$ cat src/design/rsme_pkg.sv
// shared constants and codes for the register stack machine execute block
`default_nettype none

package rsme_pkg;

    // default sizes of the two stores
    localparam int STACK_DEPTH    = 16384;
    localparam int REGISTER_COUNT = 32;

    // data path width and width of the divider step counter
    localparam int DATA_W    = 32;
    localparam int DIV_CNT_W = $clog2(DATA_W);

    // opcodes
    localparam logic [7:0] OP_HALT    = 8'd0;
    localparam logic [7:0] OP_DISPLAY = 8'd1;
    localparam logic [7:0] OP_PRINT   = 8'd2;
    localparam logic [7:0] OP_PUSH    = 8'd10;
    localparam logic [7:0] OP_POP     = 8'd11;
    localparam logic [7:0] OP_MOV     = 8'd12;
    localparam logic [7:0] OP_STUB_LO = 8'd20;
    localparam logic [7:0] OP_STUB_HI = 8'd25;
    localparam logic [7:0] OP_ADD     = 8'd30;
    localparam logic [7:0] OP_SUB     = 8'd31;
    localparam logic [7:0] OP_MUL     = 8'd32;
    localparam logic [7:0] OP_DIV     = 8'd33;

    // status codes
    localparam logic [2:0] ST_OK      = 3'd0;
    localparam logic [2:0] ST_HALT    = 3'd1;
    localparam logic [2:0] ST_BADREG  = 3'd2;
    localparam logic [2:0] ST_BADOP   = 3'd3;
    localparam logic [2:0] ST_OVER    = 3'd4;
    localparam logic [2:0] ST_UNDER   = 3'd5;
    localparam logic [2:0] ST_DIVZ    = 3'd6;
    localparam logic [2:0] ST_IGNORED = 3'd7;

endpackage

`default_nettype wire

$ cat src/design/rsme_div.sv
// iterative signed divider, one quotient bit per cycle, truncates toward zero
`default_nettype none

module rsme_div (
    input  wire logic                       i_clk,
    input  wire logic                       i_rst_n,
    input  wire logic                       i_start,
    input  wire logic [rsme_pkg::DATA_W-1:0] i_dividend,
    input  wire logic [rsme_pkg::DATA_W-1:0] i_divisor,
    output logic                            o_done,
    output logic      [rsme_pkg::DATA_W-1:0] o_quotient
);

    localparam int W  = rsme_pkg::DATA_W;
    localparam int CW = rsme_pkg::DIV_CNT_W;

    logic          r_busy;
    logic          r_done;
    logic [CW-1:0] r_cnt;
    logic [W-1:0]  r_rem;
    logic [W-1:0]  r_q;
    logic [W-1:0]  r_mb;
    logic          r_neg;

    logic          neg_a;
    logic          neg_b;
    logic [W:0]    shifted;
    logic [W+1:0]  diff;

    assign neg_a   = i_dividend[W-1];
    assign neg_b   = i_divisor[W-1];
    assign shifted = {r_rem, r_q[W-1]};
    assign diff    = {1'b0, shifted} - {2'b00, r_mb};

    // restoring division on magnitudes
    always_ff @(posedge i_clk) begin
        if (!i_rst_n) begin
            r_busy <= 1'b0;
            r_done <= 1'b0;
        end else begin
            r_done <= 1'b0;
            if (i_start) begin
                r_busy <= 1'b1;
                r_cnt  <= '0;
                r_rem  <= '0;
                r_q    <= neg_a ? (W'(0) - i_dividend) : i_dividend;
                r_mb   <= neg_b ? (W'(0) - i_divisor) : i_divisor;
                r_neg  <= neg_a ^ neg_b;
            end else if (r_busy) begin
                if (!diff[W+1]) begin
                    r_rem <= diff[W-1:0];
                end else begin
                    r_rem <= shifted[W-1:0];
                end
                r_q   <= {r_q[W-2:0], ~diff[W+1]};
                r_cnt <= r_cnt + CW'(1);
                if (r_cnt == CW'(W - 1)) begin
                    r_busy <= 1'b0;
                    r_done <= 1'b1;
                end
            end
        end
    end

    assign o_done     = r_done;
    assign o_quotient = r_neg ? (W'(0) - r_q) : r_q;

endmodule

`default_nettype wire

$ cat config.mk
export PLATFORM = sky130hd
export DESIGN_NAME = rsme_div
export DESIGN_NICKNAME = d
export VERILOG_FILES = /design/src/design/rsme_pkg.sv /design/src/design/rsme_div.sv
export SDC_FILE = /design/constraint.sdc
export NUM_CORES = 1
export LEC_CHECK = 0
export BUFFER_PORTS_ARGS = -buffer_cell sky130_fd_sc_hd__buf_2
export CAP_MARGIN = 10
export CORE_MARGIN = 4
export CORE_UTILIZATION = 59
export DETAILED_ROUTE_END_ITERATION = 6
export MAX_ROUTING_LAYER = met4
export PLACE_DENSITY = 0.87
export SYNTH_ARGS = -nofsm -noshare
export SYNTH_HDL_FRONTEND = slang
export SYNTH_SLANG_ARGS = --single-unit
export TNS_END_PERCENT = 30
$ cat constraint.sdc
create_clock -name i_clk -period 3.6 [get_ports i_clk]
set_input_delay 0.18 -clock i_clk [delete_from_list [all_inputs] [get_ports i_clk]]
set_output_delay 0.18 -clock i_clk [all_outputs]
set_load 0.05 [all_outputs]
==> implementation parameters <==
Parameter                              Value

Setup path
  Capturing point of the worst reg2reg path    r_rem[24]
  Kind of critical path    register to output pin
  Crit Reg-Reg Startpoint    r_q[31]
  Critical Path AT    3.48 ns
  Crit path max fanout    4
  Type of element launching the critical path    register
  CP required    3.42 ns
  Endpoint type of the worst setup path    output pin
  R2R setup slack    0.16 ns
  Worst-case reg-to-reg path depth    12

Logic synthesis
  Synth Instances    846
  Syn nets    951
  Number of distinct library cell variants in the gate-level netlist after synthesis    60
  Synth Area per Inst    9.20 um^2
  Post-synthesis instance area    7780 um^2
  Synthesis warning total    0
  Flop and latch count out of synthesis    104
  Number of enable flip-flop cells after synthesis    102
  Most frequently used flop master after synthesis    sky130_fd_sc_hd__edfxtp_1
  Fraction of registers with async set or reset after synthesis    0
  Sequential-to-total area share from yosys stat    0.399

Run status
  Status    complete, but fails checks
  Violated checks    setup timing

Route
  Routed wire length    18,500 um
  Detailed-route wire length per cell    16.6 um
  Detailed router's first-iteration violation count    544
  Detailed-router iteration count before antenna repair    5
  Vias after detailed routing    6,809
  Via count normalized by instance count    6.11
  DRC errors left    0
  Antenna Violating Nets Remaining    0

Clocking
  CTS tree    yes
  Largest buffer count on any clock path    2
  Clock sink count    104
  Clock root cell    sky130_fd_sc_hd__clkbuf_16
  H-Tree Depth    3
  Number of buffers created by CTS    9
  Clock latency on the worst-skew pair    0.36 ns
  Hold-fix buffer count after cts    0
  Post-CTS clock slew at the launch and capture registers of the worst setup and hold paths    0.07 ns

Final layout
  Area overhead of the layout relative to synthesis    13.3%
  Post-layout instance area    8820 um^2
  Most common library cell in the layout ignoring fill and taps    sky130_fd_sc_hd__edfxtp_1
  Number of nets in the final layout    1,043
  Final Instance Count excl. Fillers    1,115
  Fillcell total    944
  Number of inserted diodes    0
  Most frequent cells in the layout    sky130_fd_sc_hd__edfxtp_1 (102), sky130_fd_sc_hd__buf_2 (96), sky130_fd_sc_hd__a21oi_1 (84)
  Share of layout cells above drive strength 1    0.157

Job
  Number of max-capacitance violations reported    0

Timing
  Worst slew pin tran    1.08 ns
  Crit path time final    3.66 ns
  Worst clock skew    0.00997 ns
  WHS    0.0291 ns
  Highest attainable clock frequency    273 MHz
  Hold Fails Final Rpt    0
  Unrepaired setup endpoints after global routing    true
  Worst relative slew slack    0.279
  Final setup fails    3
  Final period utilization    1.02
  Final Max Slew Viols    0
  Worst path setup slack after routing    -0.0637 ns

Power and ir drop
  Cell Pwr Density    434 nW/um^2
  Total power    3.82 mW
  Worst vdd ir    0.268 mV
  Static leakage    3.48 nW

Floorplanning
  Die width    123 um
  Count of standard-cell rows    41
  Standard cell core area    12,800 um^2
  Die H    123 um
  Starting utilization of the core area    0.609
  I/O pin cnt    100
  Die ar.    15,100 um^2

Global routing
  Total routing resource utilization after global routing    0.254
  Antenna violations before repair    0
  Total overflow reported by the global router    0
  Number of global-route vias before repair    6,383
  Maximum number of pins on one net before global-route repair    99
  Global-route wire length before repair    29,600 um

Place
  Placed Cells incl. Taps    1,092
  Pre-CTS setup slack    0.221 ns
  Number of input and output port buffers inserted    99
  Hpwl dp    13,400 um
  Placed cell areas    8440 um^2
  Routability cong.    0.968

Hold path
  Worst hold stages    1
  Destination of the worst hold path    r_mb[0]
  Startpoint of the lowest-slack hold path    i_divisor[0]
  Worst min path class    input port to register
## metal layers
metal | part of all wire | vias to the layer above | wire length (um) | GRT usage
met2 | 0.49 | 281 | 8980 | 0.405
li1 | - | 3339 | - | -
met5 | 0 | - | 0 | -
met4 | 0.024 | 0 | 446 | 0.107
met3 | 0.067 | 32 | 1240 | 0.0415
met1 | 0.42 | 3157 | 7840 | 0.323
## state kept, by name, summed over array words and instances (netlist names)
| signal | flops |
|---|---|
| r_rem | 32 |
| r_cnt | 5 |
| r_neg | 1 |
| o_done | 1 |
| r_mb | 32 |
| r_q | 32 |
| r_busy | 1 |
## how the worst max path moves through the flow
stage	from	endpoint	slack (ns)	depth (start not counted)
floorplan	r_q[17]	o_quotient[29]	0.26	7
global placement	r_q[17]	o_quotient[29]	0.29	8
detailed placement	r_q[17]	o_quotient[29]	0.22	8
CTS	r_q[17]	o_quotient[31]	-0.05	8
global route	r_q[17]	o_quotient[29]	-0.15	8
finish	r_q[17]	o_quotient[29]	-0.06	8
## stage by stage
stage | utilization | TNS (ns)
3_5_place_dp | 0.661 | 0
2_1_floorplan | - | 0
3_3_place_gp | 0.661 | 0
4_1_cts | 0.686 | -0.106
6_report | 0.690 | -0.128
5_1_grt | 0.690 | -0.352
## what timing repair did
action | 4_1_cts | 5_1_grt
gates cloned | 0 | 0
buffers inserted | 3 | 4
gates resized for setup | 4 | 3
endpoints found under the setup margin | 3 | 5
pin swaps | 0 | 2
## worst max-delay path: stages (launching register included)
cell	delay [ns]
sky130_fd_sc_hd__edfxtp_1	0.41
sky130_fd_sc_hd__or4_4	0.58
sky130_fd_sc_hd__or4_4	0.43
sky130_fd_sc_hd__or2_4	0.25
sky130_fd_sc_hd__or3_4	0.37
sky130_fd_sc_hd__or4_4	0.47
sky130_fd_sc_hd__o41ai_4	0.23
sky130_fd_sc_hd__xnor2_1	0.15
sky130_fd_sc_hd__buf_4	0.22
## power by group
group | leakage (nW) | switching, mW | internal [mW] | total [mW]
combinational | 2.36 | 0.841 | 0.492 | 1.33
sequential | 0.988 | 0.0743 | 1.47 | 1.55
clock | 0.139 | 0.469 | 0.477 | 0.946
## Yosys cell counts (2+ instances only)
library cell	count	area share
sky130_fd_sc_hd__or4_4	4	0.0058
sky130_fd_sc_hd__a211oi_1	10	0.0096
sky130_fd_sc_hd__a21oi_1	84	0.054
sky130_fd_sc_hd__xor2_1	43	0.048
sky130_fd_sc_hd__clkbuf_1	31	0.015
sky130_fd_sc_hd__nand2b_1	6	0.0048
sky130_fd_sc_hd__o31ai_1	23	0.022
sky130_fd_sc_hd__a211o_1	5	0.0056
sky130_fd_sc_hd__nor3_1	18	0.012
sky130_fd_sc_hd__nand2_1	62	0.030
sky130_fd_sc_hd__and2_1	2	0.0016
sky130_fd_sc_hd__nand3b_1	2	0.0019
sky130_fd_sc_hd__or4_1	13	0.013
sky130_fd_sc_hd__nand4_1	6	0.0048
sky130_fd_sc_hd__buf_1	3	0.0014
sky130_fd_sc_hd__o21ai_0	64	0.041
sky130_fd_sc_hd__inv_1	47	0.023
sky130_fd_sc_hd__and3_1	8	0.0064
sky130_fd_sc_hd__and4_1	2	0.0023
sky130_fd_sc_hd__o41ai_1	15	0.017
sky130_fd_sc_hd__or3_1	11	0.0088
sky130_fd_sc_hd__nand3_1	36	0.023
sky130_fd_sc_hd__or2_2	4	0.0032
sky130_fd_sc_hd__o22ai_1	5	0.0040
sky130_fd_sc_hd__a2bb2oi_1	2	0.0023
sky130_fd_sc_hd__o21a_1	9	0.0087
sky130_fd_sc_hd__edfxtp_1	102	0.39
sky130_fd_sc_hd__ha_1	37	0.060
sky130_fd_sc_hd__nor2_1	56	0.027
sky130_fd_sc_hd__a31oi_1	4	0.0032
sky130_fd_sc_hd__o211a_1	3	0.0039
sky130_fd_sc_hd__xnor2_1	68	0.077
sky130_fd_sc_hd__a21boi_0	6	0.0058
sky130_fd_sc_hd__nor4_1	5	0.0040
sky130_fd_sc_hd__o211ai_1	8	0.0077
sky130_fd_sc_hd__dfxtp_1	2	0.0051
sky130_fd_sc_hd__a21o_1	13	0.013
sky130_fd_sc_hd__nor2b_1	5	0.0040
## cells by family (layout without fill, tap and decap cells)
| logic type | count (synthesis) | after routing | share of synthesized area |
|---|---|---|---|
| compound gates | 264 | 264 | 0.214 |
| xor+xnor | 111 | 111 | 0.125 |
| fa+ha+maj | 38 | 38 | 0.0621 |
| buf+inv | 82 | 179 | 0.0400 |
| flops | 104 | 104 | 0.399 |
| mux | 1 | 1 | 0.00129 |
| simple gates | 246 | 246 | 0.159 |
## area by class of cell
class / count / area [um^2] / area share
clock buffers: 9 / 225 / 0.0255
clock inverters: 7 / 55.1 / 0.00624
inverters: 47 / 176 / 0.0200
multi-input cells: 660 / 4400 / 0.499
flip-flops and latches: 104 / 3100 / 0.352
well taps: 172 / 215 / 0.0244
repair buffers: 116 / 643 / 0.0729
(Power assumes the default switching activity.)
