File: config.mk
export PLATFORM = sky130hd
export DESIGN_NAME = rsme_ram
export DESIGN_NICKNAME = d
export VERILOG_FILES = /design/src/design/rsme_ram.sv
export SDC_FILE = /design/constraint.sdc
export NUM_CORES = 1
export LEC_CHECK = 0
export BUFFER_PORTS_ARGS = -buffer_cell sky130_fd_sc_hd__buf_2
export CORE_ASPECT_RATIO = 1.5
export CORE_MARGIN = 3
export CORE_UTILIZATION = 40
export CTS_BUF_LIST = sky130_fd_sc_hd__clkbuf_4 sky130_fd_sc_hd__clkbuf_8
export CTS_CLUSTER_DIAMETER = 50
export CTS_CLUSTER_SIZE = 30
export DETAILED_ROUTE_END_ITERATION = 10
export GPL_ROUTABILITY_DRIVEN = 0
export PLACE_DENSITY_LB_ADDON = 0.05
export RECOVER_POWER = 25
export SYNTH_ARGS = -nofsm -noshare
export SYNTH_HDL_FRONTEND = slang
export SYNTH_SLANG_ARGS = --single-unit
File: constraint.sdc
create_clock -name i_clk -period 4.8 [get_ports i_clk]
set_input_delay 1.44 -clock i_clk [delete_from_list [all_inputs] [get_ports i_clk]]
set_output_delay 1.44 -clock i_clk [all_outputs]
set_load 0.005 [all_outputs]
File: src/design/rsme_ram.sv
// generic single-write, single-read ram with registered read data
`default_nettype none

module rsme_ram #(
    parameter int WIDTH = 32,
    parameter int DEPTH = 32
) (
    input  wire logic                     i_clk,
    input  wire logic                     i_we,
    input  wire logic [$clog2(DEPTH)-1:0] i_waddr,
    input  wire logic [WIDTH-1:0]         i_wdata,
    input  wire logic                     i_re,
    input  wire logic [$clog2(DEPTH)-1:0] i_raddr,
    output logic      [WIDTH-1:0]         o_rdata
);

    logic [WIDTH-1:0] r_mem [DEPTH];
    logic [WIDTH-1:0] r_rdata;

    // write port and registered read port
    always_ff @(posedge i_clk) begin
        if (i_we) begin
            r_mem[i_waddr] <= i_wdata;
        end
        if (i_re) begin
            r_rdata <= r_mem[i_raddr];
        end
    end

    assign o_rdata = r_rdata;

endmodule

`default_nettype wire

==> out/metrics.yaml, run 1 <==
clocking:
  clkSinkCount: 1056
  cts_tree: "built"
  ctsHoldBuffers: 0
  clock_path_buffers: 3
  clk_latency_ns: 0.79
  ctsHtreeMaxLevel: 3
  cts_setup_buffers: 0
  clk_pin_slew_ns: 0.14
  cts_root_buf: "clkbuf_8"
  numCtsBuffers: 82
  ctsResizeCount: 0
pwr:
  p_total_mw: 16.94
  p_clk_share_pct: 33.1
  p_leak_nw: 15.49
  seqPwrFrac_pct: 61.0
  pwr-share-comb_pct: 5.9
  swShare_pct: 24.75
  internal_power_mw: 12.75
  switchingPower_mw: 4.193
  vdd_drop_max_mv: 0.1665
  power_density_nw_per_um2: 372.3
detailed_routing:
  drc: 0
  dr.pass1.iters: 5
  drt_iter0_drc: 1727
  routed_wl_mm: 112.2
  vias: 20900
  drtAntennaViolNets: 0
  wl_per_cell_um: 29.86
  viasPerCell: 5.559
synthesis:
  synth_cell_type_count: 24
  yosysWarnings: 0
  synth-compound-area-share_pct: 4.808
  synth_edf_count: 1056
  synth_area_leaders: "edfxtp_1 (78%), mux2i_1 (13%), a22oi_1 (1.8%), a22o_1 (1.4%), nand3_1 (1.2%)"
  synth_top_family_by_area: "multiplexers"
  syn-instance-count: 2260
  synth-simple-area-share_pct: 3.075
  synthesis.nets: 2305
  synth.area.mux_share_pct: 12.56
  synth_adder_area_share_pct: 0
  ys_ff_latch: 1056
  netlist_area_um2: 40810
  synth_flop_cell: "edfxtp_1"
  synth-seq-area-share_pct: 77.71
  synth_top_area_share_pct: 77.71
  synth_area_leader_cell: "edfxtp_1"
  synth_xor_area_share_pct: 0
  synth-async-reset-ratio_pct: 0
  avgSynthCellArea_um2: 18.06
min_path:
  hp-class: "flip-flop to flip-flop"
  hp-start: "r_mem[16][1]"
sta:
  fin_crit_sh_pct: 61.79
  rsz0062_at_grt: "false"
  max_freq_ghz: 0.3372
  hold_viol: 0
  timing.slew.headroom_pct: -0.7229
  period_minus_slack_ns: 2.966
  worst_slew_pin_slew_ns: 1.511
  slew_viol_final: 33
  fin_setup_tns_ns: 0
  clock_skew_ns: 0.03204
  setup_viol: 0
die:
  die_y_um: 397.2
  start_util_pct: 40.58
  die_x_um: 266.8
  row_count: 142
  die_area_um2: 106000
  core_um2: 100600
  num_io_pins: 77
global_routing:
  grt_pass1_wl_mm: 158.3
  grt_usage_pct: 21.16
  grt-ovfl-total: 0
  grt_max_degree: 67
  antenna_found_initial: 5
  grt_pass1_vias: 21550
run:
  max-cap-violations: 2
setup_path:
  arrival_ns: 3.43
  worst_setup_path_end_kind: "flip-flop"
  r2r_start: "r_mem[1][11]"
  startpoint_type: "input port"
  setup.worst_path.class: "input port to flip-flop"
  startpoint: "i_waddr[1]"
  cp_max_fo: 16
  crit_required_ns: 5.26
final_layout:
  drive_above_1_share_pct: 14.09
  instances_no_fill: 3759
  finalNetCount: 2437
  syn_to_final_growth_pct: 11.53
  fin_util_pct: 45.26
placed_design:
  place_inst: 3604
  io_buffer_count: 76
  hpwl_mm: 66.22
run_status:
  status: "finished, violations left"
  violations: "capacitance limit, slew limit"
==> power by group through the flow <==
stage	Clock, mW	Combinational (mW)	Sequential [mW]
floorplan	0	0.530	10.5
global placement	0	1.01	10.5
detailed placement	0	1.02	10.5
CTS	5.82	1.02	10.3
global route	6.14	1.07	10.3
finish	5.62	0.996	10.3
==> kinds of logic (layout without fill, tap and decap cells) <==
family | count (synthesis) | in the layout
AO/OA/AOI/OAI | 288 | 288
buffers and inverters | 127 | 329
flip-flops | 1056 | 1056
multiplexers | 512 | 512
other | 0 | 1
AND/OR/NAND/NOR | 277 | 277
==> cells in the mapped netlist, types with 15 or more instances <==
| master | count |
|---|---|
| a21oi_1 | 96 |
| a22o_1 | 64 |
| a22oi_1 | 96 |
| a31oi_1 | 32 |
| buf_2 | 26 |
| buf_4 | 33 |
| buf_6 | 15 |
| clkbuf_1 | 46 |
| edfxtp_1 | 1056 |
| mux2i_1 | 512 |
| nand2_1 | 98 |
| nand3_1 | 98 |
| nor2_1 | 34 |
| nor3_1 | 32 |
==> final timing paths <==
| path | slack (ns) | cells after the start | endpoint |
|---|---|---|---|
| worst min-delay path | 0.69 | 4 | o_rdata[1] |
| worst max register to register | 3.09 | 5 | o_rdata[11] |
| worst max-delay path | 1.83 | 4 | r_mem[17][25] |
| worst min register to register | 0.69 | 4 | o_rdata[1] |
==> state kept, by name, indices dropped and copies added (netlist names) <==
register  flops
r_mem      1024
o_rdata      32
==> routing by layer <==
| layer | up-vias | share of wire (%) | GRT usage [%] | routed length (um) |
|---|---|---|---|---|
| li1 | 9261 | - | - | - |
| met5 | - | 0.0080 | 0 | 9 |
| met2 | 454 | 51 | 36.94 | 57800 |
| met3 | 141 | 4.0 | 2.833 | 4536 |
| met4 | 2 | 2.7 | 6.888 | 3011 |
| met1 | 11040 | 42 | 27.30 | 46890 |
==> worst max-delay path, stage by stage <==
cell and delay (ns):
buf_2 0.11, nand3b_1 0.70, nor2_4 0.88, buf_12 0.26
==> final cells by class <==
type | count | area (um^2)
Fill cell | 8690 | 55050
Sequential cell | 1056 | 31710
Multi-Input combinational cell | 1077 | 8610
Tap cell | 1296 | 1622
Timing Repair Buffer | 175 | 1569
Clock buffer | 86 | 1165
Clock inverter | 68 | 832.0
Antenna cell | 1 | 2.502
==> metrics by stage <==
stage / hold slack (ns) / setup slack, ns / instance area [um^2]
2_1_floorplan: 0.6293 / 0.9259 / 40810
3_3_place_gp: 0.6536 / 1.032 / 43540
3_5_place_dp: 0.6710 / 1.016 / 43540
4_1_cts: 0.6935 / 1.727 / 45530
5_1_grt: 0.7301 / 1.751 / 45510
6_report: 0.6871 / 1.834 / 45510
==> cells in the final DEF (no fill, tap or decap), types with 2 or more instances in the layout <==
master / count
edfxtp_1: 1056
mux2i_1: 512
nand3_1: 98
nand2_1: 97
a22oi_1: 96
a21oi_1: 96
clkbuf_8: 83
a22o_1: 64
buf_4: 62
buf_2: 53
buf_12: 37
nor2_4: 33
nor3_1: 32
a31oi_1: 32
clkbuf_1: 22
inv_8: 16
inv_6: 14
clkinv_8: 14
clkinvlp_4: 7
nand3b_1: 5
inv_12: 4
bufinv_16: 4
or3b_2: 3
clkbuf_4: 3
clkinv_2: 3
clkinv_1: 3
nand2b_2: 2
clkinv_4: 2
Note: power is estimated with default switching activity, not from simulation.
==> inputs of run 2 (changes only) <==
--- a/config.mk
+++ b/config.mk
@@ -5,6 +5,7 @@
 export SDC_FILE = /design/constraint.sdc
 export NUM_CORES = 1
 export LEC_CHECK = 0
+export ABC_AREA = 1
 export BUFFER_PORTS_ARGS = -buffer_cell sky130_fd_sc_hd__buf_2
 export CORE_ASPECT_RATIO = 1.5
 export CORE_MARGIN = 3
==> constraint.sdc (replaced) <==
create_clock -name i_clk -period 2.8 [get_ports i_clk]
set_input_delay 0.84 -clock i_clk [delete_from_list [all_inputs] [get_ports i_clk]]
set_output_delay 0.84 -clock i_clk [all_outputs]
set_load 0.005 [all_outputs]
==> out/metrics.yaml, run 2 <==
synthesis:
  synth_area_leader_cell: "edfxtp_1"
  synth_flop_cell: "edfxtp_1"
  synth_most_common_cell: "nand2_1"
  synth_edf_count: 1056  # unchanged
  netlist_area_um2: 42730  # +4.7%
  syn-instance-count: 3536  # +56%
  synth_common_cells: "nand2_1 (1440), edfxtp_1 (1056), nand3_1 (780), buf_2 (83), buf_6 (66)"
  synth-async-reset-ratio_pct: 0  # unchanged
  synth-seq-area-share_pct: 74.22  # -3.5 points
  avgSynthCellArea_um2: 12.08  # -33%
  synth_cell_type_count: 13  # -46%
  ys_ff_latch: 1056  # unchanged
  synth_top_area_share_pct: 74.22  # -3.5 points
  yosysWarnings: 0  # unchanged
  synthesis.nets: 3581  # +55%
  synth_area_leaders: "edfxtp_1 (74%), nand2_1 (13%), nand3_1 (9.1%), buf_6 (1.7%), buf_2 (0.97%)"
clocking:
  clk_latency_ns: 0.80  # about the same
  numCtsBuffers: 85  # +3.7%
  clock_path_buffers: 3  # unchanged
  clkSinkCount: 1056  # unchanged
  cts_root_buf: "clkbuf_8"
  cts_tree: "built"
  ctsResizeCount: 0  # unchanged
  ctsHtreeMaxLevel: 3  # unchanged
  ctsHoldBuffers: 0  # unchanged
  cts_setup_buffers: 0  # unchanged
  clk_pin_slew_ns: 0.12  # -0.02 ns
placed_design:
  io_buffer_count: 76  # unchanged
  dpl-instance-area_um2: 45810  # +5.2%
  hpwl_mm: 71.56  # +8.1%
min_path:
  hold_end: "o_rdata[12]"
  whs_path_depth: 4  # unchanged
  hp-class: "input port to flip-flop"
  hp-start: "i_raddr[4]"
detailed_routing:
  vias: 27590  # +32%
  viasPerCell: 5.382  # -3.2%
  dr.pass1.iters: 5  # unchanged
  routed_wl_mm: 134.1  # +20%
  drt_iter0_drc: 2473  # +43%
  drtAntennaViolNets: 0  # unchanged
  wl_per_cell_um: 26.17  # -12%
  drc: 0  # unchanged
global_routing:
  grt-ovfl-total: 0  # unchanged
  grt_pass1_vias: 27280  # +27%
  grt_usage_pct: 24.24  # +3.1 points
  grt_max_degree: 95  # +42%
  antenna_found_initial: 5  # unchanged
  grt_pass1_wl_mm: 193.8  # +22%
final_layout:
  finalNetCount: 3686  # +51%
  final_common_cell: "nand2_1"
  seq_area_um2: 31710  # unchanged
  syn_to_final_growth_pct: 12.00
  most-common-layout-cells: "nand2_1 (1440), edfxtp_1 (1056), nand3_1 (780)"
  fillCellCount: 9630  # +11%
  largest_reg_flops: 1024  # unchanged
  fin_util_pct: 45.24  # about the same
  stdcell_area_um2: 47850  # +5.2%
  drive_above_1_share_pct: 10.93  # -3.2 points
  multi_input_area_um2: 9669  # +12%
  regMostFlops: "r_mem"
sta:
  rsz0062_at_grt: "false"
  fin_crit_sh_pct: 85.62
  max_freq_ghz: 0.4171
  hold_viol: 0  # unchanged
  timing.slew.headroom_pct: -8.233  # -7.5 points
  setup_viol: 0  # unchanged
  slew_viol_final: 33  # unchanged
  worst_slew_pin_slew_ns: 1.623  # +0.1127 ns
  fin_setup_tns_ns: 0  # unchanged
  clock_skew_ns: 0.05623  # +0.02418 ns
  period_minus_slack_ns: 2.397
die:
  row_count: 146  # +2.8%
  start_util_pct: 40.40  # -0.18 points
  die_y_um: 406.3  # +2.3%
  num_io_pins: 77  # unchanged
  die_area_um2: 110900  # +4.6%
  die_x_um: 272.9  # +2.3%
  core_um2: 105800  # +5.2%
setup_path:
  cp.buffers_inverters: 1  # -1
  slowest_delay_ns: 0.55  # -0.33 ns
  arrival_ns: 1.56  # -1.87 ns
  rr_endpoint: "o_rdata[21]"
  worst_setup_path_end_kind: "primary output"
  crit_chain: "buf_2"
  cp_max_fo: 1  # -15
  startpoint_type: "flip-flop"
  reg2reg_depth: 8  # +3
  r2r_start: "r_mem[13][21]"
  rrSetupSlack_ns: 1.45  # -1.64 ns
  crit_required_ns: 1.96  # -3.30 ns
  setup.worst_path.class: "flip-flop to primary output"
  cp_top_family: "flip-flops"
  cp_slowest_cell: "edfxtp_1"
pwr:
  p_leak_nw: 17.21  # +11%
  power_density_nw_per_um2: 623.8  # +68%
  p_total_mw: 29.85  # +76%
  vdd_drop_max_mv: 0.4228  # +150%
run:
  max-cap-violations: 1  # -1
run_status:
  status: "finished, violations left"
  violations: "capacitance limit, slew limit"
-- run 2: changes by cell type after synthesis, moves of 64 or more --
cell     change
a21oi_1     -96
a22o_1      -64
a22oi_1     -96
mux2i_1    -512
nand2_1   +1342
nand3_1    +682
-- run 2: how the worst max path moves through the flow --
stage	startpoint	end	slack, ns	cells after the start
2_1_floorplan	i_waddr[0]	r_mem[8][0]	-0.12	3
3_3_place_gp	i_raddr[3]	o_rdata[7]	0.17	7
3_5_place_dp	i_raddr[3]	o_rdata[7]	0.14	7
4_1_cts	o_rdata[16]	o_rdata[16]	0.30	1
5_1_grt	o_rdata[16]	o_rdata[16]	0.35	1
6_report	o_rdata[16]	o_rdata[16]	0.40	1
-- run 2: power breakdown --
| part | switching, mW | internal [mW] |
|---|---|---|
| Clock | 6.07 | 3.91 |
| Combinational | 1.55 | 0.623 |
| Sequential | 0.0730 | 17.6 |
| Total | 7.70 | 22.2 |
-- run 2: worst min-delay path, cell delays in order --
cell and delay (ns):
buf_2 0.13, inv_2 0.11, nand2_1 0.07, nand2_1 0.05
-- run 2: area by class of cell --
type | instances | area share (%)
Tap cell | 1406 | 3.676
Sequential cell | 1056 | 66.26
Timing Repair Buffer | 236 | 5.334
Multi-Input combinational cell | 2252 | 20.21
Antenna cell | 5 | 0.02615
Clock inverter | 68 | 1.773
Inverter | 10 | 0.1412
Clock buffer | 92 | 2.581
-- run 2: layer usage --
layer	wire length [um]	track usage [%]	share of wire, %	vias up
met4	3653	7.969	2.7	0
li1	-	-	-	12570
met2	66570	41.37	50	767
met5	0	0	0	-
met3	6319	2.536	4.7	169
met1	57600	32.50	43	14080
-- run 2: kinds of logic after synthesis --
group	after synthesis	synth area share, %
AND/OR/NAND/NOR	2252	22.07
flip-flops	1056	74.22
buffers and inverters	228	3.713
-- run 2: per-stage QoR --
stage          setup slack [ns]  instances  hold slack (ns)
2_1_floorplan           -0.1165       3536           0.7639
6_report                 0.4027       5125           0.5186
3_5_place_dp             0.1426       4960           0.8086
5_1_grt                  0.3511       5122           0.5089
3_3_place_gp             0.1679       4960           0.8152
4_1_cts                  0.2963       5120           0.4272
